--- config.mk ---
export PLATFORM = sky130hd
export DESIGN_NAME = cef_orient
export DESIGN_NICKNAME = d
export VERILOG_FILES = /design/src/rtl/cef_pkg.sv /design/src/rtl/cef_orient.sv
export SDC_FILE = /design/constraint.sdc
export NUM_CORES = 2
export LEC_CHECK = 0
export BUFFER_PORTS_ARGS = -buffer_cell sky130_fd_sc_hd__buf_4
export CORE_MARGIN = 2
export CORE_UTILIZATION = 50
export DETAILED_ROUTE_END_ITERATION = 10
export GPL_TIMING_DRIVEN = 0
export PLACE_DENSITY_LB_ADDON = 0.3
export SYNTH_ARGS = -nofsm -noshare
export SYNTH_HDL_FRONTEND = slang
export SYNTH_SLANG_ARGS = --single-unit
--- constraint.sdc ---
create_clock -name clk -period 9.3 [get_ports clk]
set_input_delay 1.86 -clock clk [delete_from_list [all_inputs] [get_ports clk]]
set_output_delay 1.86 -clock clk [all_outputs]
set_load 0.1 [all_outputs]
--- src/rtl/cef_pkg.sv ---
// Shared types, constants and helper functions of the constraint edge crossing filter.
package cef_pkg;

  localparam int COORD_BITS    = 24;
  localparam int NODE_ID_BITS  = 16;
  localparam int INDEX_BITS    = 16;
  localparam int CFG_DATA_BITS = (COORD_BITS > NODE_ID_BITS) ? COORD_BITS : NODE_ID_BITS;
  localparam int CFG_IDX_BITS  = 3;
  localparam int NUM_ORIENT    = 9;

  typedef logic        [NODE_ID_BITS-1:0]   node_t;
  typedef logic signed [COORD_BITS-1:0]     coord_t;
  typedef logic signed [COORD_BITS:0]       diff_t;
  typedef logic signed [2*COORD_BITS+1:0]   prod_t;
  typedef logic signed [2*COORD_BITS+2:0]   det_t;

  localparam logic [CFG_IDX_BITS-1:0] REG_START_NODE = 3'd0;
  localparam logic [CFG_IDX_BITS-1:0] REG_END_NODE   = 3'd1;
  localparam logic [CFG_IDX_BITS-1:0] REG_START_X    = 3'd2;
  localparam logic [CFG_IDX_BITS-1:0] REG_START_Y    = 3'd3;
  localparam logic [CFG_IDX_BITS-1:0] REG_END_X      = 3'd4;
  localparam logic [CFG_IDX_BITS-1:0] REG_END_Y      = 3'd5;

  // Orientation of an ordered point triple
  typedef enum logic [1:0] {
    ORI_COL = 2'd0,
    ORI_CW  = 2'd1,
    ORI_CCW = 2'd2
  } ori_t;

  typedef struct packed {
    logic [INDEX_BITS-1:0] tri_index;
    node_t                 node_a;
    node_t                 node_b;
    node_t                 node_c;
    coord_t                vertex_a_x;
    coord_t                vertex_a_y;
    coord_t                vertex_b_x;
    coord_t                vertex_b_y;
    coord_t                vertex_c_x;
    coord_t                vertex_c_y;
    logic                  last_in;
  } in_item_t;

  typedef struct packed {
    logic [INDEX_BITS-1:0] out_index;
    logic                  crosses;
    logic                  last_out;
  } out_item_t;

  typedef struct packed {
    node_t  start_node;
    node_t  end_node;
    coord_t sx;
    coord_t sy;
    coord_t ex;
    coord_t ey;
  } seg_cfg_t;

  // Operands of one orientation test: sign of a*b - c*d
  typedef struct packed {
    diff_t a;
    diff_t b;
    diff_t c;
    diff_t d;
  } ori_ops_t;

  // Per-triangle flags that ride alongside the orientation pipeline
  typedef struct packed {
    logic [INDEX_BITS-1:0] index;
    logic                  last;
    logic                  skip_all;
    logic [2:0]            seg_node;
    logic [2:0]            v_in_seg_box;
    logic [2:0]            s_in_edge_box;
    logic [2:0]            e_in_edge_box;
  } side_t;

  function automatic diff_t coord_diff(input coord_t p, input coord_t q);
    coord_diff = diff_t'(p) - diff_t'(q);
  endfunction

  // q lies within the closed range spanned by p and r
  function automatic logic between(input coord_t p, input coord_t q, input coord_t r);
    between = ((q >= p) && (q <= r)) || ((q >= r) && (q <= p));
  endfunction

endpackage

--- src/rtl/cef_orient.sv ---
// Two-stage exact orientation test: registered products, then registered sign.
module cef_orient
  import cef_pkg::*;
(
  input  logic     clk,
  input  logic     ld_mul,
  input  logic     ld_sign,
  input  ori_ops_t ops,
  output ori_t     ori
);

  prod_t ab_r, cd_r;
  det_t  det;
  ori_t  ori_nxt, ori_r;

  always_ff @(posedge clk) begin
    if (ld_mul) begin
      ab_r <= prod_t'(ops.a) * prod_t'(ops.b);
      cd_r <= prod_t'(ops.c) * prod_t'(ops.d);
    end
  end

  always_comb begin
    det = det_t'(ab_r) - det_t'(cd_r);
    priority if (det == '0) begin
      ori_nxt = ORI_COL;
    end else if (det > 0) begin
      ori_nxt = ORI_CW;
    end else begin
      ori_nxt = ORI_CCW;
    end
  end

  always_ff @(posedge clk) begin
    if (ld_sign) begin
      ori_r <= ori_nxt;
    end
  end

  assign ori = ori_r;

endmodule

==> results.json <==
{
  "io_buffers": 95,
  "synth_edf_count": 102,
  "async_reset_ff_share_pct": 0,
  "r2r-start": "ab_r[16]",
  "hp-start": "ab_r[49]",
  "clockBufferDepth": 2,
  "num_rows": 118,
  "wire_per_inst_um": 22.2,
  "ant_nets": 0,
  "worstPathRequired_ns": 9.42,
  "slew-limit-headroom_pct": 10.7,
  "min_period_ns": 9.10,
  "synth_cell_types": 85,
  "min_to": "ori[1]",
  "crit_type": "input pin to flop",
  "maxCapViolCount": 0,
  "hold_depth": 4,
  "cp_slowest_stage_delay_ns": 0.54,
  "die_area_um2": 107000,
  "critPathCaptureType": "flop",
  "cts_tree": "yes",
  "initial_core_util_pct": 50.4,
  "grt_first_pass_wirelength_um": 243000,
  "num_vias": 39000,
  "outcome": "finished, final reports clean",
  "synth_area_leaders": "fa_1, inv_1, ha_1",
  "path_max_fanout": 10,
  "nets": 7432,
  "gp_congestion": 1.02,
  "grt_pass1_vias": 41300,
  "dr.pass1.iters": 5,
  "clk_latency_ns": 0.38,
  "ctsRootBufferMaster": "clkbuf_16",
  "startpoint_type": "input pin",
  "setup_violations": 0,
  "fp.dieH_um": 327,
  "max_freq_mhz": 110,
  "synth_ff_type": "edfxtp_1",
  "synth_nets": 7326,
  "drv_slew": 0,
  "ys_seq_area_share_pct": 5.87,
  "h-tree-depth": 3,
  "worst-r2r-cell-count": 13,
  "crit_top_cell": "fa_1",
  "synth_top_area_cell": "fa_1",
  "yosys.area.top_type_share_pct": 50.6,
  "die_w_um": 327,
  "numCtsBuffers": 9,
  "io_pins": 105,
  "grt_max_degree": 101,
  "track_usage_pct": 30.6,
  "synth_seq_cells": 102,
  "synth.most_common_cell": "inv_1",
  "drc_errors": 0,
  "synth_warnings": 0,
  "synth_cells": 5574,
  "synthTopCellsByCount": "inv_1, fa_1, nand2_1",
  "r2r-end": "ori[0]",
  "cts_hold_buf": 0,
  "holdWs_ns": 0.874,
  "routed_wl_um": 157000,
  "period_share_pct": 97.8,
  "finalClockSkew_ns": 0.0103,
  "avgSynthCellArea_um2": 9.35,
  "dpl.hpwl_um": 135000,
  "hold_violations": 0,
  "netlist_area_um2": 52100,
  "cp_data_arrival_time_ns": 9.22,
  "vias_per_cell": 5.51,
  "hp-class": "flop to flop",
  "cts.sinks": 102,
  "tightest_slew_ns": 1.31,
  "antenna_found_initial": 16,
  "place_inst": 7049,
  "layout.cells.non_filler": 7073,
  "drtIter0Drc": 3111,
  "r2r_slack_ns": 3.96,
  "area_growth_pct": 6.12,
  "grt_overflow": 0,
  "clkSlewWorstSetupHoldPaths_ns": 0.07,
  "cp_slowest_cell": "fa_1",
  "core_um2": 103000,
  "drive_gt1_share_pct": 5.84
}
stage by stage:
stage          util (%)  instance area [um2]  setup slack (ns)  TNS [ns]
6_report           53.5                55300             0.202         0
5_1_grt            53.4                55300          -0.00236  -0.00236
4_1_cts            53.1                55000          0.000529         0
3_5_place_dp       52.7                54600             -2.35    -33.50
3_3_place_gp       52.7                54600             -2.39    -32.45
2_1_floorplan         -                52100             0.606         0
cell families (layout without fill, tap and decap cells):
family | count (synthesis) | after routing | share of synthesized area, %
buffers and inverters | 1596 | 1707 | 11.6
xor gates and xnor gates | 128 | 128 | 2.15
adders and majority gates | 1649 | 1649 | 58.5
DFF | 102 | 102 | 5.87
other | 0 | 8 | 0
muxes | 11 | 11 | 0.214
and+or+nand+nor | 1624 | 1624 | 15.7
AOI/OAI and AO/OA | 464 | 464 | 5.96
how the worst max path moves through the flow:
stage	startpoint	end	slack [ns]	depth (start not counted)
after floorplan	ops[54]	ab_r[41]	0.61	29
after global placement	ops[56]	ab_r[49]	-2.39	27
after detailed placement	ops[56]	ab_r[49]	-2.35	27
after CTS	ops[67]	ab_r[49]	0.0005	27
after global routing	ops[54]	ab_r[49]	-0.002	27
final	ops[58]	ab_r[41]	0.20	26
repair_timing:
item / CTS / global route
resized for setup: 89 / 220
cloned: 0 / 0
pin swaps: 1 / 4
endpoints found under the setup margin: 29 / 18
buffers inserted: 0 / 11
layer usage:
layer	vias up	share of wire (%)	global-route usage, %
li1	16700	-	-
met3	409	9.6	6.84
met2	1692	46	47.9
met4	8	5.0	12.4
met5	-	0.085	0
met1	20100	40	41.4
sequential cells by signal (all words and copies together), names as in the netlist:
register and cells:
ab_r 50, ori 2, cd_r 50
worst max-delay path, delay by kind of cell:
family,cells,cell delay (ns)
compound gates,8,2.10
simple gates,3,0.50
fa+ha+maj,8,3.81
xor+xnor,1,0.08
buf+inv,6,0.84
cell usage in the layout, fill, tap and decap left out, types with 13 or more instances in the layout:
master and n:
and2_1 618, a31oi_1 13, nand2b_1 35, xor2_1 29, buf_2 29, buf_4 109
nand2_1 678, fa_1 1312, and3_1 15, a21oi_1 126, inv_1 1350, nor3_1 26
ha_1 332, nand3_1 36, nor2_1 112, nand4_1 23, edfxtp_1 102, clkbuf_4 18
o21a_1 22, clkbuf_1 82, o21bai_1 25, a211oi_1 16, clkbuf_2 89, xnor2_1 99
a21o_1 60, o21ai_0 76, nor2b_1 29
area by class of cell:
class	count	area [um2]
inverters	1354	5090
clock inverters	6	55.1
fillers	9553	48200
well taps	1380	1730
flip-flops and latches	102	3060
repair buffers	106	808
clock buffers	10	229
diodes	8	20.0
plain buffers	231	1160
multi-input cells	3876	43200
Power is left out: the tool's default activity adds up to more than one toggle a clock period on the data nets, which glitch-free logic cannot reach.
