$ cat src/rtl/cef_pkg.sv
// Shared types, constants and helper functions of the constraint edge crossing filter.
package cef_pkg;

  localparam int COORD_BITS    = 24;
  localparam int NODE_ID_BITS  = 16;
  localparam int INDEX_BITS    = 16;
  localparam int CFG_DATA_BITS = (COORD_BITS > NODE_ID_BITS) ? COORD_BITS : NODE_ID_BITS;
  localparam int CFG_IDX_BITS  = 3;
  localparam int NUM_ORIENT    = 9;

  typedef logic        [NODE_ID_BITS-1:0]   node_t;
  typedef logic signed [COORD_BITS-1:0]     coord_t;
  typedef logic signed [COORD_BITS:0]       diff_t;
  typedef logic signed [2*COORD_BITS+1:0]   prod_t;
  typedef logic signed [2*COORD_BITS+2:0]   det_t;

  localparam logic [CFG_IDX_BITS-1:0] REG_START_NODE = 3'd0;
  localparam logic [CFG_IDX_BITS-1:0] REG_END_NODE   = 3'd1;
  localparam logic [CFG_IDX_BITS-1:0] REG_START_X    = 3'd2;
  localparam logic [CFG_IDX_BITS-1:0] REG_START_Y    = 3'd3;
  localparam logic [CFG_IDX_BITS-1:0] REG_END_X      = 3'd4;
  localparam logic [CFG_IDX_BITS-1:0] REG_END_Y      = 3'd5;

  // Orientation of an ordered point triple
  typedef enum logic [1:0] {
    ORI_COL = 2'd0,
    ORI_CW  = 2'd1,
    ORI_CCW = 2'd2
  } ori_t;

  typedef struct packed {
    logic [INDEX_BITS-1:0] tri_index;
    node_t                 node_a;
    node_t                 node_b;
    node_t                 node_c;
    coord_t                vertex_a_x;
    coord_t                vertex_a_y;
    coord_t                vertex_b_x;
    coord_t                vertex_b_y;
    coord_t                vertex_c_x;
    coord_t                vertex_c_y;
    logic                  last_in;
  } in_item_t;

  typedef struct packed {
    logic [INDEX_BITS-1:0] out_index;
    logic                  crosses;
    logic                  last_out;
  } out_item_t;

  typedef struct packed {
    node_t  start_node;
    node_t  end_node;
    coord_t sx;
    coord_t sy;
    coord_t ex;
    coord_t ey;
  } seg_cfg_t;

  // Operands of one orientation test: sign of a*b - c*d
  typedef struct packed {
    diff_t a;
    diff_t b;
    diff_t c;
    diff_t d;
  } ori_ops_t;

  // Per-triangle flags that ride alongside the orientation pipeline
  typedef struct packed {
    logic [INDEX_BITS-1:0] index;
    logic                  last;
    logic                  skip_all;
    logic [2:0]            seg_node;
    logic [2:0]            v_in_seg_box;
    logic [2:0]            s_in_edge_box;
    logic [2:0]            e_in_edge_box;
  } side_t;

  function automatic diff_t coord_diff(input coord_t p, input coord_t q);
    coord_diff = diff_t'(p) - diff_t'(q);
  endfunction

  // q lies within the closed range spanned by p and r
  function automatic logic between(input coord_t p, input coord_t q, input coord_t r);
    between = ((q >= p) && (q <= r)) || ((q >= r) && (q <= p));
  endfunction

endpackage

$ cat src/rtl/cef_front.sv
// Input stage: node matching, bounding-box tests and orientation operand differences.
module cef_front
  import cef_pkg::*;
(
  input  logic                          clk,
  input  logic                          ld,
  input  in_item_t                      item,
  input  seg_cfg_t                      seg,
  output ori_ops_t [NUM_ORIENT-1:0]     ops,
  output side_t                         side
);

  ori_ops_t [NUM_ORIENT-1:0] ops_nxt, ops_r;
  side_t                     side_nxt, side_r;
  node_t                     n  [3];
  coord_t                    x  [3];
  coord_t                    y  [3];
  logic  [2:0]               is_s;
  logic  [2:0]               is_e;

  always_comb begin
    n[0] = item.node_a;     n[1] = item.node_b;     n[2] = item.node_c;
    x[0] = item.vertex_a_x; x[1] = item.vertex_b_x; x[2] = item.vertex_c_x;
    y[0] = item.vertex_a_y; y[1] = item.vertex_b_y; y[2] = item.vertex_c_y;

    side_nxt.index = item.tri_index;
    side_nxt.last  = item.last_in;

    for (int i = 0; i < 3; i++) begin
      is_s[i] = (n[i] == seg.start_node);
      is_e[i] = (n[i] == seg.end_node);
      side_nxt.seg_node[i] = is_s[i] | is_e[i];
      side_nxt.v_in_seg_box[i] = between(seg.sx, x[i], seg.ex) && between(seg.sy, y[i], seg.ey);
      side_nxt.s_in_edge_box[i] = between(x[i], seg.sx, x[(i+1)%3]) &&
                                  between(y[i], seg.sy, y[(i+1)%3]);
      side_nxt.e_in_edge_box[i] = between(x[i], seg.ex, x[(i+1)%3]) &&
                                  between(y[i], seg.ey, y[(i+1)%3]);

      // segment S->E against vertex i
      ops_nxt[i].a = coord_diff(seg.ey, seg.sy);
      ops_nxt[i].b = coord_diff(x[i], seg.ex);
      ops_nxt[i].c = coord_diff(seg.ex, seg.sx);
      ops_nxt[i].d = coord_diff(y[i], seg.ey);
      // edge i->j against segment start
      ops_nxt[3+i].a = coord_diff(y[(i+1)%3], y[i]);
      ops_nxt[3+i].b = coord_diff(seg.sx, x[(i+1)%3]);
      ops_nxt[3+i].c = coord_diff(x[(i+1)%3], x[i]);
      ops_nxt[3+i].d = coord_diff(seg.sy, y[(i+1)%3]);
      // edge i->j against segment end
      ops_nxt[6+i].a = coord_diff(y[(i+1)%3], y[i]);
      ops_nxt[6+i].b = coord_diff(seg.ex, x[(i+1)%3]);
      ops_nxt[6+i].c = coord_diff(x[(i+1)%3], x[i]);
      ops_nxt[6+i].d = coord_diff(seg.ey, y[(i+1)%3]);
    end

    side_nxt.skip_all = (|is_s) & (|is_e);
  end

  always_ff @(posedge clk) begin
    if (ld) begin
      ops_r  <= ops_nxt;
      side_r <= side_nxt;
    end
  end

  assign ops  = ops_r;
  assign side = side_r;

endmodule

$ cat config.mk
export PLATFORM = sky130hd
export DESIGN_NAME = cef_front
export DESIGN_NICKNAME = d
export VERILOG_FILES = /design/src/rtl/cef_pkg.sv /design/src/rtl/cef_front.sv
export SDC_FILE = /design/constraint.sdc
export NUM_CORES = 2
export LEC_CHECK = 0
export BUFFER_PORTS_ARGS = -buffer_cell sky130_fd_sc_hd__buf_2
export CAP_MARGIN = 5
export CORE_AREA = 2 2 497 499
export CTS_BUF_LIST = sky130_fd_sc_hd__clkbuf_16
export CTS_CLUSTER_DIAMETER = 40
export CTS_CLUSTER_SIZE = 40
export DETAILED_ROUTE_END_ITERATION = 8
export DIE_AREA = 0 0 499 501
export GPL_TIMING_DRIVEN = 1
export SETUP_SLACK_MARGIN = 0.05
export SLEW_MARGIN = 15
export SYNTH_ARGS = -nofsm -noshare
export SYNTH_HDL_FRONTEND = slang
export SYNTH_SLANG_ARGS = --single-unit
$ cat constraint.sdc
create_clock -name clk -period 3.5 [get_ports clk]
set_clock_uncertainty 0.2 [all_clocks]
set_input_delay 0.7 -clock clk [delete_from_list [all_inputs] [get_ports clk]]
set_output_delay 0.7 -clock clk [all_outputs]
set_load 0.02 [all_outputs]
==> key figures <==
Floorplanning
  • Initial core utilization: 0.221
  • Die Footprint: 0.250 sq mm
  • # rows: 182
  • # IOs: 1269
  • Core Area: 0.245 sq mm
  • Die width: 499 um
  • Die Ht: 501 um

Clocking
  • Clock root buffer: clkbuf_16
  • Sink Count: 674
  • H-tree levels: 4
  • CTS buffer count: 160
  • CTS tree: built
  • Clock Tree Buf Depth: 3
  • Clk slew on worst S/H paths: 0.04 ns

Global route
  • Vias in the first global route: 52.3k
  • Largest net degree at the start of global routing: 91
  • Total global routing overflow: 0
  • Total GRT Usage: 0.248
  • Initial antenna violation count: 138
  • First-pass GRT wire length: 430000 um

Timing
  • Fin crit share: 0.985
  • Max-slew violation count: 0
  • Fmax achieved: 290 MHz
  • Final setup fails: 0
  • Final hold vios: 0
  • Total negative setup slack: 0 ns
  • Crit path time final: 3.45 ns
  • RSZ-0062 raised after global routing: true
  • Actual slew at the worst max-slew pin: 0.755 ns
  • Slew headroom: 0.496

Detailed routing
  • Vias per cell: 4.74
  • DRC violations left: 0
  • WL final: 324000 um
  • Antenna-violating nets left: 0
  • Vias: 55.2k
  • Pre-antenna DRT Iters: 6
  • Drt wl/cell: 27.8 um
  • Initial DRC count: 5347

Synthesis
  • Cells after Synth: 5504
  • Seq/Total Area, Yosys: 0.375
  • Synth top area share: 0.375
  • Area contributors post-synth: edfxtp_1 (37%), ha_1 (14%), xnor2_1 (6.5%), a21oi_1 (4.1%), xor2_1 (3.7%)
  • Mean Syn Cell Area: 9.82 sq um
  • Most used DFF post-synth: edfxtp_1
  • Ys async rst share: 0
  • Post-synth EDFFs: 674
  • Synth warnings: 0
  • Netlist cell types: 97
  • Yosys reg bits: 674
  • Post-Synthesis Net Count: 6493
  • Mapped cell area: 0.0540 sq mm
  • Post-synth top area cell: edfxtp_1

Worst setup path
  • CP startpoint: seg[51]
  • Critical-path cell list: buf_2 > buf_4 > ha_1 > buf_4 > nand2_1 > o21bai_1 > a21o_1 > a21oi_1 > buf_4 > a41oi_2 > buf_4 > o21ai_1 > o41ai_2 > buf_4 > buf_4 > xnor2_1 > a32oi_1
  • CP delay by family, top: compound AO/OA/AOI/OAI gates
  • Delay of the slowest critical-path stage: 0.36 ns
  • CP Data Arrival Time: 3.77 ns
  • Crit path buffers/inverters: 7
  • Worst path slowest cell: xnor2_1
  • Critical path endpoint category: flop
  • Most frequent CP cell: buf_4
  • CP Class: in2reg
  • Worst setup SP type: primary input
  • Max FO, Critical Path: 3
  • Worst EP required: 3.83 ns

Job
  • MaxCap Viol Count: 0

Cells and area
  • Util after Layout: 0.331
  • Proportion of layout cells with a drive suffix above 1: 0.395
  • Design Area, Final: 0.0809 sq mm
  • Fillers: 25.3k
  • Final nets: 9210
  • Area delta synth->final: 49.8%

Power
  • Tot Pwr: 43.2 mW
  • Leak: 38.5 nW
  • Power Density: 533 mW/mm^2
  • Peak supply drop: 0.000517 V

Placed design
  • Placed Area: 0.0748 sq mm
  • GPL Wtd Cong: 0.984
  • Port bufs: 1268
  • Hpwl dp: 282000 um

Hold path
  • Hold Crit Class: in2reg
  • Worst hold start: item[205]

Run status
  • Outcome: complete, no violations
[timing repair]
action | in CTS | in global routing
setup buffers | 0 | 3
resized for setup | 0 | 62
hold buffers | 13 | 0
endpoints found under the setup margin | 0 | 64
endpoints found under the hold margin | 13 | 0
[cell type report]
class,count,area [sq um],area share
Tap cell,3220,4030,0.0498
Clock buffer,165,4130,0.0510
Timing Repair Buffer,2936,19200,0.238
Sequential cell,674,20200,0.250
Inverter,445,1680,0.0207
Antenna cell,54,135,0.00167
Multi-Input combinational cell,4004,30000,0.371
Clock inverter,133,1520,0.0187
[path summary, 6_finish.rpt]
check	end	slack [ns]	cells after the start
setup / recovery	side[6]	0.05	17
hold / removal	side[26]	0.07	1
[power by group]
part / total (mW) / switching [mW] / internal [mW] / leakage [nW]
Clock: 15.8 / 5.60 / 10.2 / 2.80
Combinational: 15.3 / 9.37 / 5.90 / 29.1
Sequential: 12.1 / 1.39 / 10.7 / 6.59
Total: 43.2 / 16.4 / 26.8 / 38.5
[cell families after synthesis]
logic type      after synthesis  synth area share
simple gates               1212             0.111
flops                       674             0.375
mux                           4          0.000833
buf+inv                     826            0.0754
compound gates             1511             0.183
fa+ha+maj                   650             0.154
xor+xnor                    627             0.102
[cells in the final DEF, fill, tap and decap left out, types with 21 or more instances in the layout]
cell,instances
buf_4,1630
buf_2,1267
edfxtp_1,674
ha_1,623
inv_1,455
a21oi_1,429
xnor2_1,400
nor2_1,349
o21ai_0,272
a21o_1,255
nand2_1,246
xor2_1,226
clkbuf_16,165
nor2b_1,115
o21a_1,87
nor3_1,87
nand3_1,84
o21bai_1,84
nand2b_1,81
nand4_1,74
diode_2,54
and3_1,47
a31oi_1,39
nor4_1,36
o21ai_1,35
a211oi_1,29
inv_6,26
o31ai_1,25
buf_12,25
fa_1,24
a21oi_2,21
[metal layers]
metal	share of wire	wire (um)	global-route usage	up-vias
met1	0.48	155000	0.363	26737
li1	-	-	-	25183
met4	0.037	12000	0.0866	48
met5	0.0015	484	0.00521	-
met2	0.40	129000	0.346	2727
met3	0.084	27300	0.0645	476
[cells in the mapped netlist (81+ instances only)]
| master | count |
|---|---|
| edfxtp_1 | 674 |
| ha_1 | 624 |
| inv_1 | 444 |
| a21oi_1 | 443 |
| xnor2_1 | 401 |
| nor2_1 | 350 |
| o21ai_0 | 281 |
| a21o_1 | 256 |
| buf_4 | 256 |
| nand2_1 | 246 |
| xor2_1 | 226 |
| nor2b_1 | 116 |
| clkbuf_1 | 105 |
| nor3_1 | 87 |
| o21a_1 | 87 |
| nand3_1 | 84 |
| o21bai_1 | 84 |
| nand2b_1 | 81 |
[through the flow]
stage / instances / worst slack, ns / hold slack (ns)
floorplan: 5504 / 0.0614 / 0.599
global placement: 11263 / -0.794 / 0.682
detailed placement: 11263 / -0.791 / 0.681
CTS: 11574 / 0.0552 / 0.0179
global route: 11590 / 0.0341 / 0.0155
finish: 11631 / 0.0538 / 0.0729
[registers in the layout, indices dropped and copies added, names as in the netlist]
signal,count
side,30
ops,644
Power figures use the tool's default switching activity.
