**config.mk**
```make
export PLATFORM = sky130hd
export DESIGN_NAME = cef_decide
export DESIGN_NICKNAME = d
export VERILOG_FILES = /design/src/rtl/cef_pkg.sv /design/src/rtl/cef_decide.sv
export SDC_FILE = /design/constraint.sdc
export NUM_CORES = 1
export LEC_CHECK = 0
export ABC_AREA = 1
export BUFFER_PORTS_ARGS = -buffer_cell sky130_fd_sc_hd__buf_2
export CORE_MARGIN = 10
export CORE_UTILIZATION = 34
export DETAILED_ROUTE_END_ITERATION = 7
export GPL_TIMING_DRIVEN = 0
export PLACE_DENSITY = 0.95
export SLEW_MARGIN = 25
export SYNTH_ARGS = -nofsm -noshare
export SYNTH_HDL_FRONTEND = slang
export SYNTH_SLANG_ARGS = --single-unit
```
**constraint.sdc**
```tcl
create_clock -name vclk -period 2.7
set_clock_uncertainty 0.15 [all_clocks]
set_input_delay 0.54 -clock vclk [all_inputs]
set_output_delay 0.54 -clock vclk [all_outputs]
set_load 0.05 [all_outputs]
```
**src/rtl/cef_pkg.sv**
```systemverilog
// Shared types, constants and helper functions of the constraint edge crossing filter.
package cef_pkg;

  localparam int COORD_BITS    = 24;
  localparam int NODE_ID_BITS  = 16;
  localparam int INDEX_BITS    = 16;
  localparam int CFG_DATA_BITS = (COORD_BITS > NODE_ID_BITS) ? COORD_BITS : NODE_ID_BITS;
  localparam int CFG_IDX_BITS  = 3;
  localparam int NUM_ORIENT    = 9;

  typedef logic        [NODE_ID_BITS-1:0]   node_t;
  typedef logic signed [COORD_BITS-1:0]     coord_t;
  typedef logic signed [COORD_BITS:0]       diff_t;
  typedef logic signed [2*COORD_BITS+1:0]   prod_t;
  typedef logic signed [2*COORD_BITS+2:0]   det_t;

  localparam logic [CFG_IDX_BITS-1:0] REG_START_NODE = 3'd0;
  localparam logic [CFG_IDX_BITS-1:0] REG_END_NODE   = 3'd1;
  localparam logic [CFG_IDX_BITS-1:0] REG_START_X    = 3'd2;
  localparam logic [CFG_IDX_BITS-1:0] REG_START_Y    = 3'd3;
  localparam logic [CFG_IDX_BITS-1:0] REG_END_X      = 3'd4;
  localparam logic [CFG_IDX_BITS-1:0] REG_END_Y      = 3'd5;

  // Orientation of an ordered point triple
  typedef enum logic [1:0] {
    ORI_COL = 2'd0,
    ORI_CW  = 2'd1,
    ORI_CCW = 2'd2
  } ori_t;

  typedef struct packed {
    logic [INDEX_BITS-1:0] tri_index;
    node_t                 node_a;
    node_t                 node_b;
    node_t                 node_c;
    coord_t                vertex_a_x;
    coord_t                vertex_a_y;
    coord_t                vertex_b_x;
    coord_t                vertex_b_y;
    coord_t                vertex_c_x;
    coord_t                vertex_c_y;
    logic                  last_in;
  } in_item_t;

  typedef struct packed {
    logic [INDEX_BITS-1:0] out_index;
    logic                  crosses;
    logic                  last_out;
  } out_item_t;

  typedef struct packed {
    node_t  start_node;
    node_t  end_node;
    coord_t sx;
    coord_t sy;
    coord_t ex;
    coord_t ey;
  } seg_cfg_t;

  // Operands of one orientation test: sign of a*b - c*d
  typedef struct packed {
    diff_t a;
    diff_t b;
    diff_t c;
    diff_t d;
  } ori_ops_t;

  // Per-triangle flags that ride alongside the orientation pipeline
  typedef struct packed {
    logic [INDEX_BITS-1:0] index;
    logic                  last;
    logic                  skip_all;
    logic [2:0]            seg_node;
    logic [2:0]            v_in_seg_box;
    logic [2:0]            s_in_edge_box;
    logic [2:0]            e_in_edge_box;
  } side_t;

  function automatic diff_t coord_diff(input coord_t p, input coord_t q);
    coord_diff = diff_t'(p) - diff_t'(q);
  endfunction

  // q lies within the closed range spanned by p and r
  function automatic logic between(input coord_t p, input coord_t q, input coord_t r);
    between = ((q >= p) && (q <= r)) || ((q >= r) && (q <= p));
  endfunction

endpackage

```
**src/rtl/cef_decide.sv**
```systemverilog
// Edge selection and crossing decision from the nine orientation codes.
module cef_decide
  import cef_pkg::*;
(
  input  ori_t [NUM_ORIENT-1:0] ori,
  input  side_t                 side,
  output out_item_t             result
);

  logic [2:0] edge_hit;
  ori_t       o1, o2, o3, o4;
  logic       proper;

  always_comb begin
    edge_hit = '0;
    o1 = ORI_COL;
    o2 = ORI_COL;
    o3 = ORI_COL;
    o4 = ORI_COL;
    proper = 1'b0;
    for (int i = 0; i < 3; i++) begin
      o1 = ori[i];
      o2 = ori[(i+1)%3];
      o3 = ori[3+i];
      o4 = ori[6+i];
      proper = (o1 != o2) && (o3 != o4);
      // drop edges touching a segment node
      edge_hit[i] = !side.seg_node[i] && !side.seg_node[(i+1)%3] &&
                    (proper ||
                     ((o1 == ORI_COL) && side.v_in_seg_box[i]) ||
                     ((o2 == ORI_COL) && side.v_in_seg_box[(i+1)%3]) ||
                     ((o3 == ORI_COL) && side.s_in_edge_box[i]) ||
                     ((o4 == ORI_COL) && side.e_in_edge_box[i]));
    end
    result.out_index = side.index;
    result.crosses   = !side.skip_all && (|edge_hit);
    result.last_out  = side.last;
  end

endmodule

```
==> reports/results.md, run 1 <==
| Step | Item | This run |
|---|---|---|
| run status | Result of the run | complete, no violations |
| power | Total Power Consumption | 157 uW |
| cells and area | Final antenna diode count | 0 |
| cts | Hold_buf cts | 0 |
| detailed routing | Initial DRT Pass Iterations | 2 |
| power | Pwr dens | 216 nW/um^2 |
| die | Die Width | 57.0 um |
| global routing | Vias in the first global route | 706 |
| power | P_leak | 0.000523 uW |
| yosys | Part of the Yosys area used for sequential elements | 0% |
| detailed routing | Initial DRC count | 1 |
| detailed routing | Detailed Route WL | 1840 um |
| cells and area | Area added between synthesis and finish | 56.9% |
| yosys | Yosys warns | 0 |
| setup path | CP max stage delay | 250 ps |
| cells and area | FF+latch area | 0 sq um |
| setup path | Critical Path Most Common Cell | nand2_1 |
| cells and area | Fraction of layout cells with a size suffix above 1 | 45.2% |
| cells and area | Final net count | 196 |
| cells and area | Number of fill cells | 131 |
| sta | Worst-margin pin slew | 263 ps |
| placement | RePlAce Congestion | 0.739 |
| setup path | CP endpoint kind | output pin |
| placement | Post-detailed-placement half-perimeter wirelength | 1790 um |
| die | Die boundary height | 57.0 um |
| detailed routing | DRC violations left | 0 |
| detailed routing | Post-route antenna net violation count | 0 |
| power | Max rail drop VDD | 94.8 uV |
| detailed routing | Vias/cell | 4.19 |
| yosys | Number of cells produced by synthesis | 97 |
| setup path | Critical Path Slowest Stage Cell | buf_2 |
| cells and area | Most frequent cells in the layout | buf_2, nand2_1, buf_4, inv_1, nor2_1 |
| placement | Placed instance count | 161 |
| min path | Worst min path class | primary input to output pin |
| cells and area | End-of-flow core utilization | 56.0% |
| placement | Pre-CTS setup slack | 519 ps |
| sta | Highest Clock Rate | 463 MHz |
| sta | Final period demand of the worst path | 2160 ps |
| sta | Setup slack of the critical path after layout | 542 ps |
| setup path | Critical Path Start Type | primary input |
| sta | Number of setup violations in the final report | 0 |
| yosys | Leading post-synthesis cells by cell area | nand2_1, buf_4, xnor2_1 |
| setup path | Data arrival at the endpoint of the critical path | 1470 ps |
| detailed routing | Per-cell routed wire length | 11.4 um |
| min path | Hold path cells | 2 |
| yosys | Top cell type's share of synthesized area | 36.4% |
| cts | PostCTS Resize Cnt | 0 |
| setup path | Number of buffer and inverter stages on the critical path | 3 |
| sta | Worst slew margin relative to its limit | 82.6% |
| setup path | Worst Path Max Fanout | 4 |
| die | Number of top-level pins | 66 |
| global routing | Combined global-route utilization of all metal layers | 9.99% |
| yosys | Per-instance average area after synthesis | 4.79 sq um |
| sta | Number of hold violations in the final report | 0 |
| die | Starting utilization of the core area | 35.7% |
| yosys | Library cell with the largest summed area after synthesis | nand2_1 |
| yosys | Netlist area before placement | 464 sq um |
| die | Core box area | 1300 sq um |
| setup path | WS Path Type | primary input to output pin |
| die | Standard-cell row count | 13 |
| run | Number of max-capacitance violations reported | 0 |
| detailed routing | Vias | 674 |
| setup path | Data required time at the worst endpoint | 2010 ps |
| setup path | Top Family by Delay on Critical Path | simple AND/OR/NAND/NOR gates |
| cells and area | Count of flip-flops and latches | 0 |
| yosys | Synthesized netlist net count | 145 |
| setup path | Total stage count of the critical path | 11 |
| sta | Setup repair after global routing missed its margin | no |
| sta | Period Utilization, post-route | 79.9% |
| global routing | Antenna violations before repair | 0 |
| global routing | Grt total ovfl | 0 |
| sta | Max-slew violation count | 0 |
| cts | Setup bufs post-CTS | 0 |
| cells and area | Most common cell after layout, fill and taps aside | buf_2 |
| setup path | Cell chain of the critical path | buf_2 > nor2_1 > nand2_1 > nand2_1 > nor2_1 > nand2_1 > nand2_1 > nand3_1 > nand2_1 > inv_1 > buf_2 |
| global routing | Wire length of the first global-routing pass | 2890 um |
| cells and area | Layout Cells excl Fill | 161 |
| yosys | Unique masters post-synth | 6 |
| placement | Number of port buffers | 49 |
| global routing | Maximum number of pins on one net before global-route repair | 5 |
| die | Die Outline Area | 3240 sq um |
| cells and area | Clock tree buffer count of the final layout | 0 |
| sta | Setup tns final | 0 ps |
-- per-stage QoR --
step / cell area (sq um) / hold slack (ps)
after floorplan: 464 / 1100
after global placement: 728 / 1230
after detailed placement: 728 / 1230
after CTS: 728 / 1230
after global routing: 728 / 1240
final: 728 / 1230
-- cells in the mapped netlist --
cell type / instances
xnor2_1: 6
buf_4: 17
nor2_1: 11
nand3_1: 5
inv_1: 13
nand2_1: 45
-- logic make-up after synthesis --
family        Yosys count  synth area share, %
simple gates           61                 50.7
xor+xnor                6                 11.3
buf+inv                30                 38.0
-- report_power, final --
group | switching [uW] | total [uW] | internal [uW]
sequential | 0 | 0 | 0
combinational | 96.3 | 157 | 61.1
clock | 0 | 0 | 0
-- path summary, 6_finish.rpt --
check      from         to  slack, ps
max      ori[1]  result[1]        540
min    side[16]  result[4]       1230
-- metal layers --
layer | share of wire [%] | vias up | global-route usage [%]
li1 | - | 365 | -
met1 | 32 | 259 | 8.22
met2 | 44 | 50 | 17.2
met3 | 24 | 0 | 10.8
met4 | 0 | 0 | 0
met5 | 0 | - | 0
-- area by class of cell --
cell class                 instances  area, sq um  share of cell area, %
timing repair buffer              49          245                   33.7
multi-input combinational         67          288                   39.5
buffer                            17          128                   17.5
tap                               15         18.8                   2.58
inverter                          13         48.8                   6.70
Note: power is estimated with default switching activity, not from simulation.
==> inputs of run 2 (changes only) <==
--- a/config.mk
+++ b/config.mk
@@ -8,10 +8,10 @@
 export ABC_AREA = 1
 export BUFFER_PORTS_ARGS = -buffer_cell sky130_fd_sc_hd__buf_2
 export CORE_MARGIN = 10
-export CORE_UTILIZATION = 34
+export CORE_UTILIZATION = 29
 export DETAILED_ROUTE_END_ITERATION = 7
 export GPL_TIMING_DRIVEN = 0
-export PLACE_DENSITY = 0.95
+export PLACE_DENSITY = 0.88
 export SLEW_MARGIN = 25
 export SYNTH_ARGS = -nofsm -noshare
 export SYNTH_HDL_FRONTEND = slang
==> constraint.sdc (replaced) <==
create_clock -name vclk -period 1.7
set_clock_uncertainty 0.15 [all_clocks]
set_input_delay 0.34 -clock vclk [all_inputs]
set_output_delay 0.34 -clock vclk [all_outputs]
set_load 0.05 [all_outputs]
==> run 2 against run 1 <==
Against the previous run: final cell count grew 0.62%; flip-flop and latch count stayed put; critical path depth is the same; sequential share of layout area stayed put; worst hold slack worse by 400 ps; routed wire length rose by 11%; global-route usage decreased by 0.72 points; total power up 93%; core utilization increased by 3.0 points; critical endpoint unchanged.
==> reports/results.md, run 2 (synthesis results as in run 1) <==
| Step | Item | This run |
|---|---|---|
| run status | Result of the run | complete, no violations |
| cts | Setup bufs post-CTS | 0 |
| cells and area | End-of-flow core utilization | 59.0% |
| power | Total Power Consumption | 303 uW |
| sta | Number of setup violations in the final report | 0 |
| cells and area | Final antenna diode count | 0 |
| setup path | Worst Path Max Fanout | 4 |
| min path | Worst min path class | primary input to output pin |
| detailed routing | Vias/cell | 4.31 |
| die | Die boundary height | 60.0 um |
| global routing | Grt total ovfl | 0 |
| detailed routing | Post-route antenna net violation count | 0 |
| cells and area | Most frequent cells in the layout | buf_2, nand2_1, buf_4, inv_1 |
| sta | Period Utilization, post-route | 99.8% |
| setup path | CP max stage delay | 150 ps |
| setup path | WS Path Type | primary input to output pin |
| global routing | Wire length of the first global-routing pass | 2850 um |
| global routing | Combined global-route utilization of all metal layers | 9.27% |
| placement | Post-detailed-placement half-perimeter wirelength | 1730 um |
| sta | Worst slew margin relative to its limit | 83.1% |
| die | Starting utilization of the core area | 30.8% |
| placement | Pre-CTS setup slack | -88.4 ps |
| detailed routing | Vias | 699 |
| global routing | Vias in the first global route | 710 |
| cells and area | Clock tree buffer count of the final layout | 0 |
| cells and area | FF+latch area | 0 sq um |
| setup path | Cell chain of the critical path | buf_6 > nor2_4 > nand2_2 > nand2_2 > nor2_2 > nand2_1 > nand2_1 > nand3_1 > nand2_1 > inv_1 > buf_6 |
| global routing | Antenna violations before repair | 0 |
| die | Die Width | 60.0 um |
| min path | Hold path cells | 2 |
| detailed routing | Per-cell routed wire length | 12.6 um |
| cells and area | Area added between synthesis and finish | 91.4% |
| sta | Max-slew violation count | 0 |
| run | Number of max-capacitance violations reported | 0 |
| setup path | CP endpoint kind | output pin |
| sta | Setup repair after global routing missed its margin | yes |
| cells and area | Final net count | 196 |
| min path | Hold path start | side[27] |
| detailed routing | Detailed Route WL | 2040 um |
| cells and area | Layout Cells excl Fill | 162 |
| die | Standard-cell row count | 14 |
| detailed routing | Initial DRC count | 4 |
| min path | Endpoint with the worst hold slack | result[15] |
| die | Number of top-level pins | 66 |
| cells and area | Fraction of layout cells with a size suffix above 1 | 58.2% |
| sta | Final period demand of the worst path | 1700 ps |
| detailed routing | Initial DRT Pass Iterations | 4 |
| setup path | Critical Path Start Type | primary input |
| cells and area | Most common cell after layout, fill and taps aside | buf_2 |
| placement | Placed instance count | 162 |
| die | Die Outline Area | 3600 sq um |
| die | Core box area | 1510 sq um |
| setup path | Critical Path Slowest Stage Cell | buf_6 |
| cells and area | Number of fill cells | 133 |
| sta | Highest Clock Rate | 590 MHz |
| placement | Number of port buffers | 49 |
| sta | Worst-margin pin slew | 256 ps |
| sta | Setup slack of the critical path after layout | 3.82 ps |
| power | P_leak | 0.000573 uW |
| placement | RePlAce Congestion | 0.792 |
| sta | Number of hold violations in the final report | 0 |
| setup path | Data arrival at the endpoint of the critical path | 1210 ps |
| detailed routing | DRC violations left | 0 |
| cells and area | Count of flip-flops and latches | 0 |
| setup path | Critical Path Most Common Cell | nand2_1 |
| power | Pwr dens | 341 nW/um^2 |
| power | Max rail drop VDD | 242 uV |
| global routing | Maximum number of pins on one net before global-route repair | 5 |
| setup path | Data required time at the worst endpoint | 1210 ps |
-- run 2: cell types whose count changed in the layout (fill, tap and decap cells not counted), moves of 2 or more --
cell,previous run,this run
nor2_1,11,7
nor2_4,0,3
xnor2_1,6,1
nand2_1,45,38
xnor2_2,0,3
xnor2_4,0,2
nand2_2,0,7
buf_6,0,5
inv_2,0,3
buf_2,49,42
inv_1,13,10
-- run 2: where the power goes --
part	internal (uW)	total (uW)	switching, uW	leakage (uW)
clock network	0	0	0	0
registers	0	0	0	0
logic	130	303	173	0.000573
total	130	303	173	0.000573
-- run 2: worst max-delay path by stage --
stage,start,end,slack (ps)
after global placement,ori[4],result[1],-50
after detailed placement,ori[1],result[1],-90
after global routing,ori[2],result[1],-70
final,ori[1],result[1],4
after floorplan,ori[4],result[1],130
after CTS,ori[0],result[1],0.8
-- run 2: per-layer routing --
metal	wire, um	up-vias	track usage [%]
met1	668	291	9.45
met4	24	0	0
met3	217	4	3.39
li1	-	366	-
met5	0	-	0
met2	1130	38	18.2
-- run 2: worst max-delay path, delay by kind of cell --
family	cells	cell delay [ps]
buf+inv	3	330
simple gates	8	530
-- run 2: metrics by stage --
| step | cell area, sq um | TNS [ps] | hold slack [ps] |
|---|---|---|---|
| 2_1_floorplan | 464 | 0 | 697 |
| 6_report | 888 | 0 | 833 |
| 5_1_grt | 888 | -67.0 | 837 |
| 4_1_cts | 738 | 0 | 835 |
| 3_3_place_gp | 729 | -54.1 | 835 |
| 3_5_place_dp | 729 | -88.4 | 835 |
-- run 2: cell type report --
type                            instances  area [sq um]  share of cell area [%]
Timing Repair Buffer                   49           302                    33.9
Inverter                               13          48.8                    5.49
Buffer                                 17           128                    14.4
Multi-Input combinational cell         67           390                    43.9
Tap cell                               16          20.0                    2.25
-- run 2: repair_timing --
action | 4_1_cts | 5_1_grt
pin swaps | 4 | 22
hold buffers | 0 | 0
resized for setup | 3 | 41
setup endpoints to repair | 1 | 1
==> inputs of run 3 (changes only) <==
--- a/config.mk
+++ b/config.mk
@@ -5,13 +5,12 @@
 export SDC_FILE = /design/constraint.sdc
 export NUM_CORES = 1
 export LEC_CHECK = 0
-export ABC_AREA = 1
 export BUFFER_PORTS_ARGS = -buffer_cell sky130_fd_sc_hd__buf_2
 export CORE_MARGIN = 10
-export CORE_UTILIZATION = 29
+export CORE_UTILIZATION = 25
 export DETAILED_ROUTE_END_ITERATION = 7
 export GPL_TIMING_DRIVEN = 0
-export PLACE_DENSITY = 0.88
+export PLACE_DENSITY = 0.86
 export SLEW_MARGIN = 25
 export SYNTH_ARGS = -nofsm -noshare
 export SYNTH_HDL_FRONTEND = slang
==> run 3 against run 2 <==
Against the previous run: the run now ends with negative setup slack left; global-route usage decreased by 0.40 points; via count decreased by 26%; worst setup slack got worse by 250 ps; final cell count decreased by 28%; combinational power decreased by 15%; design area decreased by 20%; critical path depth decreased by 5; total power decreased by 15%; flip-flop and latch count unchanged; fmax decreased by 13%; core utilization decreased by 6.4 points.
==> reports/results.md, run 3 <==
| Step | Item | This run |
|---|---|---|
| cells and area | Most frequent cells in the layout | buf_2, buf_4, xor2_1, nor2_1, a21oi_1 |
| sta | Period Utilization, post-route | 115% |
| setup path | CP max stage delay | 320 ps |
| detailed routing | Initial DRT Pass Iterations | 4 |
| sta | Highest Clock Rate | 513 MHz |
| placement | RePlAce Congestion | 0.768 |
| sta | Worst-margin pin slew | 261 ps |
| min path | Worst min path class | primary input to output pin |
| cells and area | Count of flip-flops and latches | 0 |
| die | Core box area | 1350 sq um |
| die | Number of top-level pins | 66 |
| setup path | Data arrival at the endpoint of the critical path | 1460 ps |
| yosys | Unique masters post-synth | 13 |
| yosys | Yosys warns | 0 |
| global routing | Combined global-route utilization of all metal layers | 8.86% |
| run status | Result of the run | complete, but fails checks |
| placement | Number of port buffers | 49 |
| global routing | Maximum number of pins on one net before global-route repair | 4 |
| setup path | Cell chain of the critical path | buf_6 > nor3b_4 > a2111oi_4 > a2111oi_2 > a211o_2 > buf_8 |
| cells and area | Clock tree buffer count of the final layout | 0 |
| detailed routing | Vias | 519 |
| cells and area | FF+latch area | 0 sq um |
| die | Starting utilization of the core area | 27.4% |
| die | Die boundary height | 58.5 um |
| cells and area | Area added between synthesis and finish | 91.6% |
| sta | Setup slack of the critical path after layout | -249 ps |
| placement | Post-detailed-placement half-perimeter wirelength | 1570 um |
| cells and area | Most common cell after layout, fill and taps aside | buf_2 |
| power | Max rail drop VDD | 157 uV |
| die | Die Outline Area | 3420 sq um |
| setup path | Top Family by Delay on Critical Path | compound AO/OA/AOI/OAI gates |
| setup path | Worst Path Max Fanout | 2 |
| sta | Max-slew violation count | 0 |
| setup path | Critical Path Slowest Stage Cell | a2111oi_4 |
| yosys | Number of cells produced by synthesis | 52 |
| sta | Final period demand of the worst path | 1950 ps |
| power | Pwr dens | 364 nW/um^2 |
| detailed routing | Initial DRC count | 4 |
| yosys | Per-instance average area after synthesis | 7.12 sq um |
| cells and area | Final net count | 151 |
| detailed routing | Per-cell routed wire length | 14.4 um |
| cts | Hold_buf cts | 0 |
| power | Total Power Consumption | 258 uW |
| die | Standard-cell row count | 13 |
| detailed routing | Post-route antenna net violation count | 0 |
| die | Die Width | 58.5 um |
| yosys | Top cell type's share of synthesized area | 34.5% |
| cells and area | Post-route standard cell area excluding fillers | 709 sq um |
| cells and area | Fraction of layout cells with a size suffix above 1 | 71.3% |
| yosys | Part of the Yosys area used for sequential elements | 0% |
| sta | Number of hold violations in the final report | 0 |
| global routing | Vias in the first global route | 636 |
| setup path | Data required time at the worst endpoint | 1210 ps |
| setup path | WS Path Type | primary input to output pin |
| yosys | Library cell with the largest summed area after synthesis | buf_4 |
| detailed routing | DRC violations left | 0 |
| yosys | Leading post-synthesis cells by cell area | buf_4, xor2_1, nor3b_1 |
| detailed routing | Vias/cell | 4.47 |
| setup path | Number of buffer and inverter stages on the critical path | 2 |
| global routing | Antenna violations before repair | 0 |
| power | P_leak | 0.000387 uW |
| yosys | Top cells by instance count after synthesis | buf_4, xor2_1, nor2_1, a21oi_1, nor3b_1 |
| cts | Setup bufs post-CTS | 0 |
| run | Number of max-capacitance violations reported | 0 |
| sta | Setup repair after global routing missed its margin | yes |
| cells and area | Number of fill cells | 137 |
| setup path | CP endpoint kind | output pin |
| sta | Worst slew margin relative to its limit | 82.6% |
| placement | Standard cell area after detailed placement | 636 sq um |
| setup path | Critical Path Start Type | primary input |
| yosys | Netlist area before placement | 370 sq um |
| yosys | Count leader, synth | buf_4 |
| detailed routing | Detailed Route WL | 1680 um |
| run status | Violated checks | negative setup slack |
| yosys | Synthesized netlist net count | 100 |
| sta | Number of setup violations in the final report | 1 |
| global routing | Grt total ovfl | 0 |
| global routing | Wire length of the first global-routing pass | 2620 um |
| cells and area | Final antenna diode count | 0 |
==> run 3: changes by cell type after synthesis, sizes merged, moves of 2 or more <==
cell and delta:
a2111oi +2, a21oi +4, inv -13, nand2 -45, nand3 -4, nor2 -6
nor3b +4, o22ai +3, xnor2 -6, xor2 +12
==> run 3: worst paths after layout <==
kind                  from         end  slack (ps)  cells after the start
hold / removal    side[23]  result[11]         830                      2
setup / recovery   side[6]   result[1]        -250                      6
==> run 3: kinds of logic (layout without fill, tap and decap cells) <==
group                     Yosys count  in the layout  share of synthesized area [%]
AOI/OAI and AO/OA                  11             11                           19.6
and+or+nand+nor                    12             12                           17.6
xor gates and xnor gates           12             12                           28.4
buffers and inverters              17             66                           34.5
==> run 3: routing by layer <==
metal  wire, um  GRT usage, %  share of wire (%)
met4          0             0                  0
met2        813          15.6                 49
met1        574          8.71                 34
met5          0             0                  0
met3        288          6.44                 17
==> run 3: cell type report <==
class,instances,area (sq um),share of cell area [%]
Tap cell,15,18.8,2.65
Multi-Input combinational cell,35,295,41.6
Buffer,17,128,18.0
Timing Repair Buffer,49,268,37.7
==> run 3: through the flow <==
| step | cells | hold WS (ps) | setup TNS, ps | worst slack (ps) | util, % |
|---|---|---|---|---|---|
| 3_3_place_gp | 116 | 834 | -426 | -426 | 47.1 |
| 4_1_cts | 116 | 834 | -270 | -270 | 50.8 |
| 5_1_grt | 116 | 837 | -308 | -308 | 52.5 |
| 6_report | 116 | 832 | -249 | -249 | 52.5 |
| 2_1_floorplan | 52 | 697 | -128 | -128 | - |
| 3_5_place_dp | 116 | 835 | -431 | -431 | 47.1 |
==> run 3: power breakdown <==
group          leakage, uW  internal, uW  switching [uW]
sequential               0             0               0
combinational     0.000387           109             149
clock                    0             0               0
==> run 3: timing repair <==
item,in CTS,in global routing
pin swaps,2,2
endpoints found under the setup margin,1,1
resized for setup,12,3
